$ cat src/rtl/core/jsu_pkg.sv
`timescale 1ns / 1ps
// ----------------------------------------------------------------------------
// jsu_pkg
// Shared types and constants of the JSON string unescape core: character
// codes, result status codes and the classified item passed front to back.
// ----------------------------------------------------------------------------
package jsu_pkg;

  // Characters that the decoder recognizes.
  localparam logic [7:0] CHAR_BSLASH = 8'h5C;
  localparam logic [7:0] CHAR_QUOTE  = 8'h22;
  localparam logic [7:0] CHAR_SLASH  = 8'h2F;
  localparam logic [7:0] CHAR_LC_B   = 8'h62;
  localparam logic [7:0] CHAR_LC_N   = 8'h6E;
  localparam logic [7:0] CHAR_LC_R   = 8'h72;
  localparam logic [7:0] CHAR_LC_T   = 8'h74;
  localparam logic [7:0] CHAR_LC_U   = 8'h75;
  localparam logic [7:0] CHAR_DIG_0  = 8'h30;
  localparam logic [7:0] CHAR_DIG_9  = 8'h39;
  localparam logic [7:0] CHAR_LC_A   = 8'h61;
  localparam logic [7:0] CHAR_LC_F   = 8'h66;
  localparam logic [7:0] CHAR_UC_A   = 8'h41;
  localparam logic [7:0] CHAR_UC_F   = 8'h46;

  // Control bytes produced by the short escapes.
  localparam logic [7:0] BYTE_BS = 8'h08;
  localparam logic [7:0] BYTE_LF = 8'h0A;
  localparam logic [7:0] BYTE_CR = 8'h0D;
  localparam logic [7:0] BYTE_HT = 8'h09;

  // Result status codes.
  typedef enum logic [2:0] {
    ST_OK       = 3'd0,
    ST_TRAILING = 3'd1,
    ST_SHORT_U  = 3'd2,
    ST_NON_HEX  = 3'd3,
    ST_WIDE     = 3'd4,
    ST_BAD_ESC  = 3'd5
  } status_e;

  // One input byte together with its classification.
  typedef struct packed {
    logic [7:0] raw;       // byte as received
    logic       last;      // final byte of the string
    logic       is_bslash; // byte is a backslash
    logic       is_u;      // byte is the letter u
    logic       esc_ok;    // byte is a known short escape letter
    logic [7:0] esc_byte;  // byte that the short escape stands for
    logic       hex_ok;    // byte is a hex digit of either case
    logic [3:0] hex_val;   // value of that hex digit
  } jsu_item_t;

endpackage

$ cat src/rtl/core/jsu_front.sv
`timescale 1ns / 1ps
// ----------------------------------------------------------------------------
// jsu_front
// Input side: accepts raw bytes while the queue has room and classifies each
// one (backslash, escape letter, hex digit) before it is queued.
// ----------------------------------------------------------------------------
module jsu_front import jsu_pkg::*; (
  input  logic       in_valid_i,
  output logic       in_ready_o,
  input  logic [7:0] in_byte_i,
  input  logic       in_last_i,
  input  logic       q_full_i,
  output logic       q_push_o,
  output jsu_item_t  q_item_o
);

  // Accept whenever the queue can take another item.
  assign in_ready_o = !q_full_i;
  assign q_push_o   = in_valid_i && !q_full_i;

  // Classify the byte.
  always_comb begin
    q_item_o           = '0;
    q_item_o.raw       = in_byte_i;
    q_item_o.last      = in_last_i;
    q_item_o.is_bslash = (in_byte_i == CHAR_BSLASH);
    q_item_o.is_u      = (in_byte_i == CHAR_LC_U);

    // Short escape letters and the bytes they stand for.
    q_item_o.esc_ok = 1'b1;
    unique case (in_byte_i)
      CHAR_LC_B:   q_item_o.esc_byte = BYTE_BS;
      CHAR_LC_N:   q_item_o.esc_byte = BYTE_LF;
      CHAR_LC_R:   q_item_o.esc_byte = BYTE_CR;
      CHAR_LC_T:   q_item_o.esc_byte = BYTE_HT;
      CHAR_QUOTE:  q_item_o.esc_byte = CHAR_QUOTE;
      CHAR_BSLASH: q_item_o.esc_byte = CHAR_BSLASH;
      CHAR_SLASH:  q_item_o.esc_byte = CHAR_SLASH;
      default: begin
        q_item_o.esc_ok   = 1'b0;
        q_item_o.esc_byte = '0;
      end
    endcase

    // Hex digit value; letters map to ten and up.
    if (in_byte_i >= CHAR_DIG_0 && in_byte_i <= CHAR_DIG_9) begin
      q_item_o.hex_ok  = 1'b1;
      q_item_o.hex_val = in_byte_i[3:0];
    end else if ((in_byte_i >= CHAR_LC_A && in_byte_i <= CHAR_LC_F) ||
                 (in_byte_i >= CHAR_UC_A && in_byte_i <= CHAR_UC_F)) begin
      q_item_o.hex_ok  = 1'b1;
      q_item_o.hex_val = in_byte_i[3:0] + 4'd9;
    end else begin
      q_item_o.hex_ok  = 1'b0;
      q_item_o.hex_val = '0;
    end
  end

endmodule

$ cat src/rtl/core/jsu_fifo.sv
`timescale 1ns / 1ps
// ----------------------------------------------------------------------------
// jsu_fifo
// Short queue of classified items between the front and the back, so that
// each side can stall without holding up the other.
// ----------------------------------------------------------------------------
module jsu_fifo import jsu_pkg::*; #(
  parameter int Depth = 4
) (
  input  logic      clk_i,
  input  logic      rst_ni,
  input  logic      push_i,
  input  jsu_item_t item_i,
  output logic      full_o,
  input  logic      pop_i,
  output jsu_item_t item_o,
  output logic      empty_o
);

  localparam int AW = (Depth > 1) ? $clog2(Depth) : 1;
  localparam int CW = $clog2(Depth + 1);

  jsu_item_t       mem_q [Depth];
  logic [AW-1:0]   wr_ptr_q, wr_ptr_d;
  logic [AW-1:0]   rd_ptr_q, rd_ptr_d;
  logic [CW-1:0]   cnt_q, cnt_d;
  logic            do_push, do_pop;

  assign full_o  = (cnt_q == CW'(Depth));
  assign empty_o = (cnt_q == '0);
  assign do_push = push_i && !full_o;
  assign do_pop  = pop_i && !empty_o;
  assign item_o  = mem_q[rd_ptr_q];

  // Pointer wrap and occupancy.
  always_comb begin
    wr_ptr_d = wr_ptr_q;
    rd_ptr_d = rd_ptr_q;
    if (do_push) begin
      wr_ptr_d = (wr_ptr_q == AW'(Depth - 1)) ? '0 : wr_ptr_q + AW'(1);
    end
    if (do_pop) begin
      rd_ptr_d = (rd_ptr_q == AW'(Depth - 1)) ? '0 : rd_ptr_q + AW'(1);
    end
    cnt_d = cnt_q + CW'(do_push) - CW'(do_pop);
  end

  always_ff @(posedge clk_i or negedge rst_ni) begin
    if (!rst_ni) begin
      wr_ptr_q <= '0;
      rd_ptr_q <= '0;
      cnt_q    <= '0;
    end else begin
      wr_ptr_q <= wr_ptr_d;
      rd_ptr_q <= rd_ptr_d;
      cnt_q    <= cnt_d;
    end
  end

  // Storage needs no reset.
  always_ff @(posedge clk_i) begin
    if (do_push) begin
      mem_q[wr_ptr_q] <= item_i;
    end
  end

endmodule

$ cat src/rtl/core/jsu_back.sv
`timescale 1ns / 1ps
// ----------------------------------------------------------------------------
// jsu_back
// Decode side: takes classified items from the queue, runs the escape state
// machine and holds one result in an output register until it is taken.
// ----------------------------------------------------------------------------
module jsu_back import jsu_pkg::*; (
  input  logic       clk_i,
  input  logic       rst_ni,
  input  logic       q_empty_i,
  input  jsu_item_t  q_item_i,
  output logic       q_pop_o,
  output logic       res_valid_o,
  input  logic       res_ready_i,
  output logic [7:0] out_byte_o,
  output logic       out_valid_o,
  output status_e    status_o,
  output logic [2:0] digit_position_o,
  output logic       out_done_o
);

  // Codes two to five count the u digits one to four.
  typedef enum logic [2:0] {
    MODE_NORMAL = 3'd0,
    MODE_ESCAPE = 3'd1,
    MODE_HEX1   = 3'd2,
    MODE_HEX2   = 3'd3,
    MODE_HEX3   = 3'd4,
    MODE_HEX4   = 3'd5
  } mode_e;

  mode_e       mode_q, mode_d;
  logic [15:0] acc_q, acc_d;
  logic        disc_q, disc_d;
  logic        res_valid_q;
  logic [7:0]  byte_q, byte_d;
  logic        ov_q, ov_d;
  status_e     status_q, status_d;
  logic [2:0]  pos_q, pos_d;
  logic        done_q;
  logic [15:0] acc_next;
  logic        pop;

  // Pop when a result slot is free or is being emptied this cycle.
  assign pop     = !q_empty_i && (!res_valid_q || res_ready_i);
  assign q_pop_o = pop;

  assign acc_next = {acc_q[11:0], q_item_i.hex_val};

  // Next decoder state and result for the item at the queue head.
  always_comb begin
    mode_d   = mode_q;
    acc_d    = acc_q;
    disc_d   = disc_q;
    byte_d   = '0;
    ov_d     = 1'b0;
    status_d = ST_OK;
    pos_d    = '0;

    if (!disc_q) begin
      unique case (mode_q)
        MODE_ESCAPE: begin
          mode_d = MODE_NORMAL;
          if (q_item_i.esc_ok) begin
            byte_d = q_item_i.esc_byte;
            ov_d   = 1'b1;
          end else if (q_item_i.is_u) begin
            mode_d = MODE_HEX1;
            acc_d  = '0;
            if (q_item_i.last) begin
              status_d = ST_SHORT_U;
            end
          end else begin
            status_d = ST_BAD_ESC;
          end
        end
        MODE_HEX1, MODE_HEX2, MODE_HEX3, MODE_HEX4: begin
          if (!q_item_i.hex_ok) begin
            status_d = ST_NON_HEX;
            pos_d    = mode_q - 3'(MODE_ESCAPE);
            mode_d   = MODE_NORMAL;
          end else begin
            acc_d = acc_next;
            if (mode_q == MODE_HEX4) begin
              mode_d = MODE_NORMAL;
              if (acc_next[15:8] != '0) begin
                status_d = ST_WIDE;
              end else begin
                byte_d = acc_next[7:0];
                ov_d   = 1'b1;
              end
            end else begin
              mode_d = mode_e'(mode_q + 3'd1);
              if (q_item_i.last) begin
                status_d = ST_SHORT_U;
              end
            end
          end
        end
        default: begin
          // Normal mode; the unused codes behave the same way.
          mode_d = MODE_NORMAL;
          if (q_item_i.is_bslash) begin
            mode_d = MODE_ESCAPE;
            if (q_item_i.last) begin
              status_d = ST_TRAILING;
            end
          end else begin
            byte_d = q_item_i.raw;
            ov_d   = 1'b1;
          end
        end
      endcase
    end

    // An error ends decoding; the rest of the string is dropped.
    if (status_d != ST_OK) begin
      mode_d = MODE_NORMAL;
      acc_d  = '0;
      if (!q_item_i.last) begin
        disc_d = 1'b1;
      end
    end
    // The last byte always returns to a clean start.
    if (q_item_i.last) begin
      mode_d = MODE_NORMAL;
      acc_d  = '0;
      disc_d = 1'b0;
    end
  end

  // Decoder state and result valid.
  always_ff @(posedge clk_i or negedge rst_ni) begin
    if (!rst_ni) begin
      mode_q      <= MODE_NORMAL;
      acc_q       <= '0;
      disc_q      <= 1'b0;
      res_valid_q <= 1'b0;
    end else begin
      if (pop) begin
        mode_q      <= mode_d;
        acc_q       <= acc_d;
        disc_q      <= disc_d;
        res_valid_q <= 1'b1;
      end else if (res_ready_i) begin
        res_valid_q <= 1'b0;
      end
    end
  end

  // Result payload.
  always_ff @(posedge clk_i) begin
    if (pop) begin
      byte_q   <= byte_d;
      ov_q     <= ov_d;
      status_q <= status_d;
      pos_q    <= pos_d;
      done_q   <= q_item_i.last;
    end
  end

  assign res_valid_o      = res_valid_q;
  assign out_byte_o       = byte_q;
  assign out_valid_o      = ov_q;
  assign status_o         = status_q;
  assign digit_position_o = pos_q;
  assign out_done_o       = done_q;

`ifndef SYNTHESIS
  // While discarding, no escape may be pending.
  a_disc_clean : assert property (@(posedge clk_i) disable iff (!rst_ni)
      disc_q |-> (mode_q == MODE_NORMAL && acc_q == '0))
      else $error("discard with escape state pending");

  // The last byte of a string leaves the decoder clean.
  a_last_clears : assert property (@(posedge clk_i) disable iff (!rst_ni)
      (pop && q_item_i.last) |=> (!disc_q && mode_q == MODE_NORMAL))
      else $error("state left after last byte");

  // An error result never carries a decoded byte.
  a_err_no_byte : assert property (@(posedge clk_i) disable iff (!rst_ni)
      (res_valid_q && status_q != ST_OK) |-> !ov_q)
      else $error("error result with decoded byte");

  // A digit position comes only with a non-hex status.
  a_pos_status : assert property (@(posedge clk_i) disable iff (!rst_ni)
      res_valid_q |-> ((pos_q != '0) == (status_q == ST_NON_HEX)))
      else $error("digit position does not match status");
`endif

endmodule

$ cat src/rtl/core/json_string_unescape_core.sv
`timescale 1ns / 1ps
// ----------------------------------------------------------------------------
// json_string_unescape_core
// Byte-serial JSON string unescape: classifies bytes, queues them and decodes
// escapes, giving one result for every input byte.
// ----------------------------------------------------------------------------
// Usage:
//   Input channel in_valid_i/in_ready_o carries one raw byte per item with
//   in_last_i marking the final byte of a string. Output channel
//   res_valid_o/res_ready_i carries exactly one result per input byte:
//   the decoded byte with its out_valid_o flag, a status code, the position
//   of a bad u digit and out_done_o, which repeats the byte's last flag.
//   A result is registered first in the queue and then in the output register
//   after its byte is accepted, and is taken from the output register.
//   Throughput is one byte per cycle while the receiver takes every result,
//   set by the decode step in the back end.
//   When the receiver stalls, the result holds in the output register and
//   the queue (FifoDepth items) keeps taking bytes until it is full; then
//   in_ready_o drops. After the first error of a string, the remaining bytes
//   up to the last one give empty results.
//   Reset empties the queue and the output register and returns the decoder
//   to normal mode with no escape pending.
// ----------------------------------------------------------------------------
module json_string_unescape_core import jsu_pkg::*; #(
  parameter int FifoDepth = 4
) (
  input  logic       clk_i,
  input  logic       rst_ni,
  input  logic       in_valid_i,
  output logic       in_ready_o,
  input  logic [7:0] in_byte_i,
  input  logic       in_last_i,
  output logic       res_valid_o,
  input  logic       res_ready_i,
  output logic [7:0] out_byte_o,
  output logic       out_valid_o,
  output logic [2:0] status_o,
  output logic [2:0] digit_position_o,
  output logic       out_done_o
);

  jsu_item_t push_item, head_item;
  logic      push, pop, full, empty;
  status_e   status;

  // Front end: accept and classify.
  jsu_front u_front (
    .in_valid_i (in_valid_i),
    .in_ready_o (in_ready_o),
    .in_byte_i  (in_byte_i),
    .in_last_i  (in_last_i),
    .q_full_i   (full),
    .q_push_o   (push),
    .q_item_o   (push_item)
  );

  // Queue between the two sides.
  jsu_fifo #(
    .Depth (FifoDepth)
  ) u_fifo (
    .clk_i   (clk_i),
    .rst_ni  (rst_ni),
    .push_i  (push),
    .item_i  (push_item),
    .full_o  (full),
    .pop_i   (pop),
    .item_o  (head_item),
    .empty_o (empty)
  );

  // Back end: decode and hold the result.
  jsu_back u_back (
    .clk_i            (clk_i),
    .rst_ni           (rst_ni),
    .q_empty_i        (empty),
    .q_item_i         (head_item),
    .q_pop_o          (pop),
    .res_valid_o      (res_valid_o),
    .res_ready_i      (res_ready_i),
    .out_byte_o       (out_byte_o),
    .out_valid_o      (out_valid_o),
    .status_o         (status),
    .digit_position_o (digit_position_o),
    .out_done_o       (out_done_o)
  );

  assign status_o = 3'(status);

endmodule

$ cat config.mk
export PLATFORM = sky130hd
export DESIGN_NAME = json_string_unescape_core
export DESIGN_NICKNAME = d
export VERILOG_FILES = /design/src/rtl/core/jsu_pkg.sv /design/src/rtl/core/jsu_front.sv /design/src/rtl/core/jsu_fifo.sv /design/src/rtl/core/jsu_back.sv /design/src/rtl/core/json_string_unescape_core.sv
export SDC_FILE = /design/constraint.sdc
export NUM_CORES = 1
export LEC_CHECK = 0
export ABC_CLOCK_PERIOD_IN_PS = 2500
export BUFFER_PORTS_ARGS = -buffer_cell sky130_fd_sc_hd__buf_2
export CAP_MARGIN = 20
export CORE_AREA = 2 2 106 108
export CTS_CLUSTER_DIAMETER = 50
export DETAILED_ROUTE_END_ITERATION = 6
export DIE_AREA = 0 0 108 110
export HOLD_SLACK_MARGIN = 0.12
export PLACE_DENSITY = 0.74
export SYNTH_ARGS = -nofsm -noshare
export SYNTH_HDL_FRONTEND = slang
export SYNTH_SLANG_ARGS = --single-unit
$ cat constraint.sdc
create_clock -name clk_i -period 2.5 [get_ports clk_i]
set_input_delay 0.625 -clock clk_i [delete_from_list [all_inputs] [get_ports clk_i]]
set_output_delay 0.625 -clock clk_i [all_outputs]
set_load 0.005 [all_outputs]
After elaboration in Yosys (flattened, before gate mapping)

Memory sizes are Yosys's and may differ from the RTL's.
Index checks and enable logic that the tools add are counted.

Register bits: 40
RAM bits: 96
Input port bits: 13
Output and inout port bits: 18
Word-level logic and storage cells: 121
Memories kept: 1

Memories:

| name         | words | bits a word | rd ports | clocked after Yosys merged registers in | write ports | RTL line       | RTL |
|---|---|---|---|---|---|---|---|
| u_fifo.mem_q | 4     | 24          | 1        | 0                                       | 1           | jsu_fifo.sv:23 | `jsu_item_t mem_q [Depth];` |

Add/subtract/negate cells: 7
$lt $le $gt $ge: 6
Equal/unequal tests: 20
Multiplexer cells: 50
Bitwise logic cells: 1
Reduce and logical (&&, ||, !) cells: 24

Operator list:

| cell                  | count |
|---|---|
| $mux W12              | 6 |
| $pmux W7 S7           | 1 |
| $eq A8 B7 Y1 const B  | 6 |
| $mux W8               | 5 |
| $mux W3               | 13 |
| $pmux W12 S2          | 1 |
| $eq A8 B6 Y1 const B  | 2 |
| $ge A8 B7 Y1 const B  | 2 |
| $le A8 B7 Y1 const B  | 2 |
| $pmux W8 S2           | 1 |
| $mux W1               | 14 |
| $pmux W3 S2           | 2 |
| $mux W5               | 2 |
| $eq A3 B3 Y1 const B  | 3 |
| $ge A8 B6 Y1 const B  | 1 |
| $le A8 B6 Y1 const B  | 1 |
| $mux W2               | 4 |
| $ne A4 B2 Y1 const B  | 2 |
| $reduce_bool A8 Y1    | 1 |
| $logic_and A1 B1 Y1   | 7 |
| $reduce_or A7 Y1      | 1 |
| $eq A3 B2 Y1 const B  | 2 |
| $reduce_and A6 Y1     | 1 |
| $add A2 B1 Y2 const B | 2 |
| 20 further kinds      | 26 |

Longest topological paths before layout

Gate-level depths: netlist (run 1).

Depth in word-level cells: 9
Gate-level depth with buffers: 10
Gate-level depth less buffers: 10

Hierarchy

From an unflattened synthesis (run 1), not the netlist that was laid out.

Cell total of the unflattened synthesis: 414
Area total of the unflattened synthesis: 6466.2 um^2

By module, submodules not included:

| module    | instances | cells an instance | area an instance (um^2) | seq. area each (um^2) |
|---|---|---|---|---|
| jsu_fifo  | 1         | 175               | 4087.7                  | 3178.0 |
| jsu_back  | 1         | 169               | 1901.8                  | 905.9 |
| jsu_front | 1         | 70                | 476.7                   | 0.0 |

Worst setup path after synthesis (run 1)

OpenSTA, ideal clock, no wires.

Kind: input to register
From: in res_ready_i
To: reg u_fifo.cnt_q[2]
Library setup time: 0.124 ns
Data arrival time: 2.425 ns
Required time: 2.376 ns
Path slack: -0.049 ns
Cell stages on the path: 10
Buffers on the path: 0
Path through: nand2b_1 nand2_1 inv_1 ha_1 inv_1 ha_1 inv_1 fa_1 xnor2_1 xnor2_1

Word-level cells in the longest chain between the ends: 4

Ends and longest elaborated chain:

| element                | RTL line                        | RTL |
|---|---|---|
| start: declaration     | json_string_unescape_core.sv:34 | `input logic res_ready_i,` |
| $logic_or A1 B1 Y1     | jsu_back.sv:45                  | `assign pop = !q_empty_i && (!res_valid_q \|\| res_ready_i);` |
| $logic_and A1 B1 Y1    | jsu_back.sv:45                  |  |
| net pop                | json_string_unescape_core.sv:43 | `logic push, pop, full, empty;` |
| $logic_and A1 B1 Y1    | jsu_fifo.sv:32                  | `assign do_pop = pop_i && !empty_o;` |
| $sub A3 B1 Y3          | jsu_fifo.sv:45                  | `cnt_d = cnt_q + CW'(do_push) - CW'(do_pop);` |
| net u_fifo.cnt_d[2]    | jsu_fifo.sv:26                  | `logic [CW-1:0] cnt_q, cnt_d;` |
| end signal: assignment | jsu_fifo.sv:56                  | `cnt_q <= cnt_d;` |
| end: declaration       | jsu_fifo.sv:26                  |  |

The timed path passes the listed nets, and every way through them passes these cells.
A chain may end at the register's enable or synchronous reset.

Worst setup path after layout (run 1)

From: reg u_fifo.rd_ptr_q[0]
To: reg u_back.acc_q[10]

Elaborated cells on any way between the ends: 19
Classes of those cells: eq/ne: 4; mux: 11; reduce/logical: 3; memory: 1

RTL lines:

| element                                                 | RTL line                        | RTL |
|---|---|---|
| start: declaration                                      | jsu_fifo.sv:25                  | `logic [AW-1:0] rd_ptr_q, rd_ptr_d;` |
| start signal: assignment                                | jsu_fifo.sv:55                  | `rd_ptr_q <= rd_ptr_d;` |
| $mem_v2 Z4 W24 *                                        | n/a                             |  |
| $mux W1 or $mux W3 (tied branches)                      | jsu_back.sv:105, jsu_back.sv:67 |  |
| $mux W3, on equally long branches                       | jsu_back.sv:103, jsu_back.sv:64 |  |
| $pmux W3 S2 *                                           | jsu_back.sv:61                  | `unique case (mode_q)` |
| $mux W3 *                                               | jsu_back.sv:60                  | `if (!disc_q) begin` |
| net u_back.status_d[0]                                  | jsu_back.sv:38                  | `status_e status_q, status_d;` |
| $reduce_bool A3 Y1 *                                    | jsu_back.sv:117                 | `if (status_d != ST_OK) begin` |
| $ne A4 B1 Y1 (no line), or another cell as far along    | n/a                             |  |
| $reduce_and A6 Y1 (no line) or $mux W12 (tied branches) | n/a                             |  |
| end signal: assignment                                  | jsu_back.sv:136                 | `acc_q <= '0;` |
| end signal: assignment                                  | jsu_back.sv:142                 | `acc_q <= acc_d;` |
| end: declaration                                        | jsu_back.sv:33                  | `logic [15:0] acc_q, acc_d;` |

Mark *: on every way through the listed nets, which the timed path passes. The rest lies on a longest branch.

==> reports/qor.txt, run 1 <==
Clock latency on the worst-skew pair: 0.53 ns
Clock sinks: 132
Crit path buf inv count: 2
Switching Share: 31.2%
Clk_skew: 0.0108 ns
Top cells by area, synth: edfxtp_1, dfrtp_1, mux4_2, ha_1, a22o_1
Syn. warnings: 0
Crit-path max FO: 11
All-layer global routing usage: 20.7%
Ratio of cells with drive above 1 in the final layout: 30.5%
Core footprint: 10700 µm²
Instance count on the critical path: 8
Crit path kind: flip-flop to flip-flop
Number of antenna repair diodes: 0
Die Wd: 108 µm
Core Util, Final: 64.6%
Routability Congestion: 0.819
Internal: 5.54 mW
Max stage delay cell, worst path: mux4_2
Initial antenna violation count: 0
Synth Net Count: 401
Final setup vio count: 0
Pre-antenna DRT Iters: 4
Buffers on Ports: 30
Peak Freq: 412 MHz
Top-Level Pins: 31
Post-route cell area: 6910 µm²
Fin nets: 471
Hold Vio Cnt, Final: 0
Leak: 2.66 nW
Vias in the first global route: 3368
Area Growth Syn to Fin: 19.9%
Reg2reg path depth: 8
HPWL after DPL: 7.28 mm
Register area share after synthesis: 66.7%
Tmin final: 2.43 ns
CP Data Arrival Time: 2.83 ns
Largest net degree at the start of global routing: 25
Via count: 3380
TritonCTS clock tree: done
Worst path cell trace: buf_4, mux4_2, or3_1, o211a_2, nor2_4, o31ai_4, buf_12, a22o_1
Slew at the pin closest to its max-slew limit: 0.616 ns
WL per Instance: 19.0 µm
Clk Tree Root Cell: clkbuf_8
Post-synth top flop: edfxtp_1
Final wirelength: 11.3 mm
EDFF count, synth: 108
Num CTS Buffers: 17
Remaining antenna violation count: 0
Slew Limit Fails: 0
Cell Area, Placed: 6260 µm²
Combinational share of power: 30.3%
Rows: 38
1st-iter DRT viols: 237
DIE AREA: 11900 µm²
Register share of total power: 39.3%
Power density over the cells: 1160 nW/µm²
Yosys top cell area share: 56.3%
Die height: 110 µm
Cells after Synth: 369
Non-Filler Instances: 592
Initial Util: 53.9%
Cell accounting for the most synthesized area: edfxtp_1
Htree depth: 4
Worst vdd ir: 589 µV
Power, Total: 8.05 mW
Slowest stage delay, CP: 0.52 ns
Synth Cell Area: 5760 µm²
Gr ovfl total: 0
Worst EP required: 2.90 ns
Psw: 2.51 mW
First-pass GRT wire length: 17.7 mm
Startpoint Class: flip-flop
Placed cell count: 556
Synth cell types: 54
Vias per inst: 5.71
Async SR Flop Fraction: 18.2%
Clock transition at path regs: 0.07 ns
Hold path depth: 1
Status: finished, final reports clean
Max-cap violations: 0
Relative slew slack: 58.5%
Family with the most delay on the worst path: simple AND/OR/NAND/NOR gates
Worst-case clock buffer depth: 2
Synthesis-stage register bit count: 132
Tcrit/Tclk final: 97.1%
Clock power frac: 30.4%
Avg Inst Size Synth: 15.6 µm²
Worst min-delay path class: primary input to flip-flop
CP endpoint kind: flip-flop
Drc violations: 0
sequential cells by signal (all words and copies together) (netlist names):
register                 count
u_back.mode_q                3
u_back.digit_position_o      3
u_back.status_o              3
u_fifo.rd_ptr_q              2
u_fifo.mem_q                92
u_back.out_byte_o            8
u_fifo.wr_ptr_q              2
u_back.out_done_o            1
u_back.res_valid_o           1
u_back.disc_q                1
u_fifo.cnt_q                 3
u_back.out_valid_o           1
u_back.acc_q                12
placed cells by master, fill, tap and decap left out, types with 4 or more instances in the layout:
cell type,n
a21oi_1,10
a22o_1,12
a32oi_1,5
and3_1,7
buf_2,30
buf_4,31
clkbuf_16,16
dfrtp_1,24
edfxtp_1,108
ha_1,17
inv_1,23
inv_6,8
mux4_2,23
nand2_1,21
nand2b_1,6
nor2_1,11
nor2b_1,7
nor3_1,4
nor4_1,5
o21ai_0,9
o22ai_1,7
or2_2,4
or3_1,4
path summary, 6_finish.rpt:
kind / end / slack [ns] / start
setup / recovery: u_back.acc_q[10]$_DFFE_PN0P_ / 0.07 / u_fifo.rd_ptr_q[0]$_DFFE_PN0P_
setup reg to reg: u_back.acc_q[10]$_DFFE_PN0P_ / 0.07 / u_fifo.rd_ptr_q[0]$_DFFE_PN0P_
hold reg to reg: u_back.acc_q[8]$_DFFE_PN0P_ / 0.52 / u_back.acc_q[8]$_DFFE_PN0P_
min in group asynchronous: u_fifo.rd_ptr_q[1]$_DFFE_PN0P_ / 0.63 / rst_ni
hold / removal: u_fifo.mem_q[3][15]$_DFFE_PP_ / 0.32 / in_last_i
max in group asynchronous: u_back.acc_q[3]$_DFFE_PN0P_ / 1.48 / rst_ni
metal layers:
metal  wire, µm  up-vias  global-route usage [%]
li1           -     1565                       -
met1       4940     1691                    26.7
met2       5670      101                    34.1
met3        461       23                    5.47
met4        198        0                    7.69
met5          0        -                       0
layout make-up:
class	count	area, µm²
Tap cell	140	175
Timing Repair Buffer	64	424
Multi-Input combinational cell	199	1790
Clock buffer	18	418
Sequential cell	132	3840
Inverter	25	97.6
Clock inverter	14	165
Fill cell	770	3790
worst reg2reg max path, stage by stage (launching register included):
cell and delay [ns]:
dfrtp_1 0.39, buf_4 0.17, mux4_2 0.52, or3_1 0.43, o211a_2 0.16, nor2_4 0.15
o31ai_4 0.08, buf_12 0.15, a22o_1 0.25
synthesized netlist by cell type (7+ instances only):
cell,instances
inv_1,25
o21ai_0,9
ha_1,18
a21oi_1,10
nand2_1,22
nor2b_1,7
nor2_1,11
mux4_2,23
o22ai_1,7
dfrtp_1,24
edfxtp_1,108
and3_1,7
a22o_1,12
power by group through the flow:
stage | clock network, mW | logic, mW | registers (mW)
floorplan | 0 | 1.58 | 3.14
global placement | 0 | 2.25 | 3.18
detailed placement | 0 | 2.30 | 3.20
CTS | 2.48 | 2.36 | 3.17
global route | 2.58 | 2.68 | 3.21
finish | 2.44 | 2.44 | 3.17
per-stage QoR:
stage | hold WS (ns) | setup TNS (ns) | setup WS (ns)
floorplan | 0.329 | 0 | 0.000179
global placement | 0.494 | 0 | 0.00572
detailed placement | 0.506 | -0.788 | -0.106
CTS | 0.305 | 0 | 0.0989
global route | 0.298 | -0.00556 | -0.00556
finish | 0.323 | 0 | 0.0734
repair_timing:
action	CTS	global route
setup buffers	0	3
gates resized for setup	1	4
hold buffers	1	0
setup endpoints to repair	12	14
pin swaps	0	1
endpoints found under the hold margin	24	0
cells by family (layout without fill, tap and decap cells):
logic type,after synthesis,after routing,share of synthesized area (%)
AO/OA/AOI/OAI,66,66,8.19
XOR/XNOR,3,3,0.456
adder cells (fa/ha/maj),19,19,4.26
buffers and inverters,38,121,2.87
flip-flops,132,132,66.7
multiplexers,26,26,9.55
AND/OR/NAND/NOR,85,85,7.97
Power figures use the tool's default switching activity.
==> run 2: changes to the inputs <==
--- a/config.mk
+++ b/config.mk
@@ -8,12 +8,13 @@
 export ABC_CLOCK_PERIOD_IN_PS = 2500
 export BUFFER_PORTS_ARGS = -buffer_cell sky130_fd_sc_hd__buf_2
 export CAP_MARGIN = 20
-export CORE_AREA = 2 2 106 108
-export CTS_CLUSTER_DIAMETER = 50
+export CORE_AREA = 3 3 107 109
+export CTS_CLUSTER_DIAMETER = 120
 export DETAILED_ROUTE_END_ITERATION = 6
-export DIE_AREA = 0 0 108 110
+export DIE_AREA = 0 0 110 112
 export HOLD_SLACK_MARGIN = 0.12
 export PLACE_DENSITY = 0.74
+export REMOVE_ABC_BUFFERS = 1
 export SYNTH_ARGS = -nofsm -noshare
 export SYNTH_HDL_FRONTEND = slang
 export SYNTH_SLANG_ARGS = --single-unit
==> reports/qor.txt, run 2 (same netlist as run 1, synthesis figures left out) <==
Power density over the cells: 1150 nW/µm² (-1.1%)
Crit-path max FO: 16 (+5)
Vias in the first global route: 3368 (unchanged)
Most flops, register: u_fifo.mem_q
Clock transition at path regs: 0.06 ns (about the same)
Routability Congestion: 0.809 (-1.2%)
Die height: 112 µm (+1.8%)
Peak Freq: 419 MHz (+1.7%)
Clock latency on the worst-skew pair: 0.52 ns (about the same)
DIE AREA: 12300 µm² (+3.7%)
Slew at the pin closest to its max-slew limit: 0.641 ns (+0.0244 ns)
Final wirelength: 11.1 mm (-1.1%)
First-pass GRT wire length: 17.8 mm (+0.47%)
Clk_skew: 0.0128 ns (+0.00202 ns)
Drc violations: 0 (unchanged)
Worst path cell trace: buf_12, mux4_2, and2_4, a2111oi_2, and3_2, and2b_2, a22o_1
Num CTS Buffers: 17 (unchanged)
Worst vdd ir: 646 µV (+9.8%)
Rows: 38 (unchanged)
All-layer global routing usage: 19.8% (-0.91 points)
Max FFs per register: 92 (unchanged)
WL per Instance: 19.1 µm (+0.28%)
Status: finished, final reports clean
Startpoint Class: flip-flop
Hold Startpoint: in_last_i
Core footprint: 10700 µm² (unchanged)
Top-Level Pins: 31 (unchanged)
Initial antenna violation count: 0 (unchanged)
1st-iter DRT viols: 265 (+12%)
Family with the most delay on the worst path: simple AND/OR/NAND/NOR gates
Slew Limit Fails: 0 (unchanged)
Area Growth Syn to Fin: 18.5%
Vias per inst: 5.72 (+0.11%)
Relative slew slack: 57.2% (-1.3 points)
CP endpoint kind: flip-flop
Tcrit/Tclk final: 95.4% (-1.6 points)
Clk Tree Root Cell: clkbuf_8
Number of antenna repair diodes: 0 (unchanged)
Worst EP required: 2.94 ns (+0.04 ns)
Pre-antenna DRT Iters: 4 (unchanged)
Commonest non-fill, non-tap cell in the layout: edfxtp_1
Max stage delay cell, worst path: mux4_2
Flop-to-flop setup slack: 0.11 ns (+0.04 ns)
Worst-case clock buffer depth: 2 (unchanged)
Final setup vio count: 0 (unchanged)
Largest net degree at the start of global routing: 25 (unchanged)
Tmin final: 2.39 ns (-0.0406 ns)
Worst R2R Start: u_fifo.rd_ptr_q[0]$_DFFE_PN0P_
Die Wd: 110 µm (+1.9%)
RSZ-0062 raised after global routing: false
Worst min-delay path class: primary input to flip-flop
Via count: 3338 (-1.2%)
Hold Vio Cnt, Final: 0 (unchanged)
Crit path buf inv count: 1 (-1)
Power, Total: 7.86 mW (-2.3%)
Commonest non-fill, non-tap cells in the layout: edfxtp_1, buf_2, buf_4, inv_1, dfrtp_1
Initial Util: 53.9% (unchanged)
TritonCTS clock tree: done
Non-Filler Instances: 584 (-1.4%)
HPWL after DPL: 7.29 mm (+0.14%)
Leak: 2.62 nW (-1.2%)
Core Util, Final: 63.8% (-0.78 points)
FILL cells: 767 (-0.39%)
Crit path kind: flip-flop to flip-flop
Ratio of cells with drive above 1 in the final layout: 28.2% (-2.4 points)
Remaining antenna violation count: 0 (unchanged)
Max-cap violations: 0 (unchanged)
CP Data Arrival Time: 2.83 ns (about the same)
Placed cell count: 552 (-0.72%)
Buffers on Ports: 30 (unchanged)
Gr ovfl total: 0 (unchanged)
Clock sinks: 132 (unchanged)
Htree depth: 4 (unchanged)
Critical Path Start: u_fifo.rd_ptr_q[0]$_DFFE_PN0P_
Fin nets: 465 (-1.3%)
Slowest stage delay, CP: 0.58 ns (+0.06 ns)
[run 2: cell count changes in the layout (fill, tap and decap cells not counted), moves of 2 or more]
cell | before | now
inv_6 | 8 | 2
inv_1 | 23 | 25
buf_4 | 31 | 26
clkinv_2 | 0 | 3
clkinv_4 | 1 | 3
clkinvlp_4 | 3 | 1
[run 2: path summary, 6_finish.rpt]
path,depth (start not counted),end
worst max-delay path,7,u_back.acc_q[8]$_DFFE_PN0P_
worst min-delay path,1,u_fifo.mem_q[3][15]$_DFFE_PP_
worst max register to register,7,u_back.acc_q[8]$_DFFE_PN0P_
worst min register to register,2,u_back.res_valid_o$_DFFE_PN0P_
max in group asynchronous,2,u_fifo.cnt_q[2]$_DFF_PN0_
min in group asynchronous,2,u_back.mode_q[2]$_DFFE_PN0P_
[run 2: area by class of cell]
cell class	count	area (µm²)	area share, %
sequential	132	3840	56.3
multi-input combinational	199	1760	25.8
clock buffer	18	418	6.12
timing repair buffer	58	375	5.50
tap	140	175	2.57
clock inverter	12	156	2.29
inverter	25	93.8	1.37
[run 2: timing repair]
item                       CTS  global route
pin swaps                    0             1
hold endpoints to repair    24             0
buffers inserted             0             1
gates resized for setup      1             1
hold buffers                 1             0
cloned                       0             0
setup endpoints to repair   12            10
[run 2: per-layer routing]
metal,routed length (µm),track usage [%],up-vias
met5,0,0,-
met4,65,6.15,0
met3,598,5.22,8
met2,5790,31.4,97
met1,4690,26.8,1679
li1,-,-,1554
[run 2: power by group]
part | internal [mW] | switching [mW] | leakage, nW
logic | 1.03 | 1.26 | 1.03
registers | 2.97 | 0.200 | 1.31
clock network | 1.51 | 0.893 | 0.281
total | 5.51 | 2.35 | 2.62
[run 2: worst register-to-register path, delay by kind of cell, from the launching register on]
kind                   cells  cell delay [ns]
multiplexers               1             0.58
flip-flops                 1             0.37
AND/OR/NAND/NOR            3             0.71
AO/OA/AOI/OAI              2             0.48
buffers and inverters      1             0.18
[run 2: per-stage QoR]
step	hold slack [ns]	instance area [µm²]	setup slack, ns	setup TNS (ns)
after floorplan	0.329	5690	-0.545	-9.46
after global placement	0.493	6220	0.0132	0
after detailed placement	0.499	6220	-0.0912	-1.18
after CTS	0.307	6820	0.0255	0
after global routing	0.304	6830	0.00710	0
final	0.329	6830	0.114	0
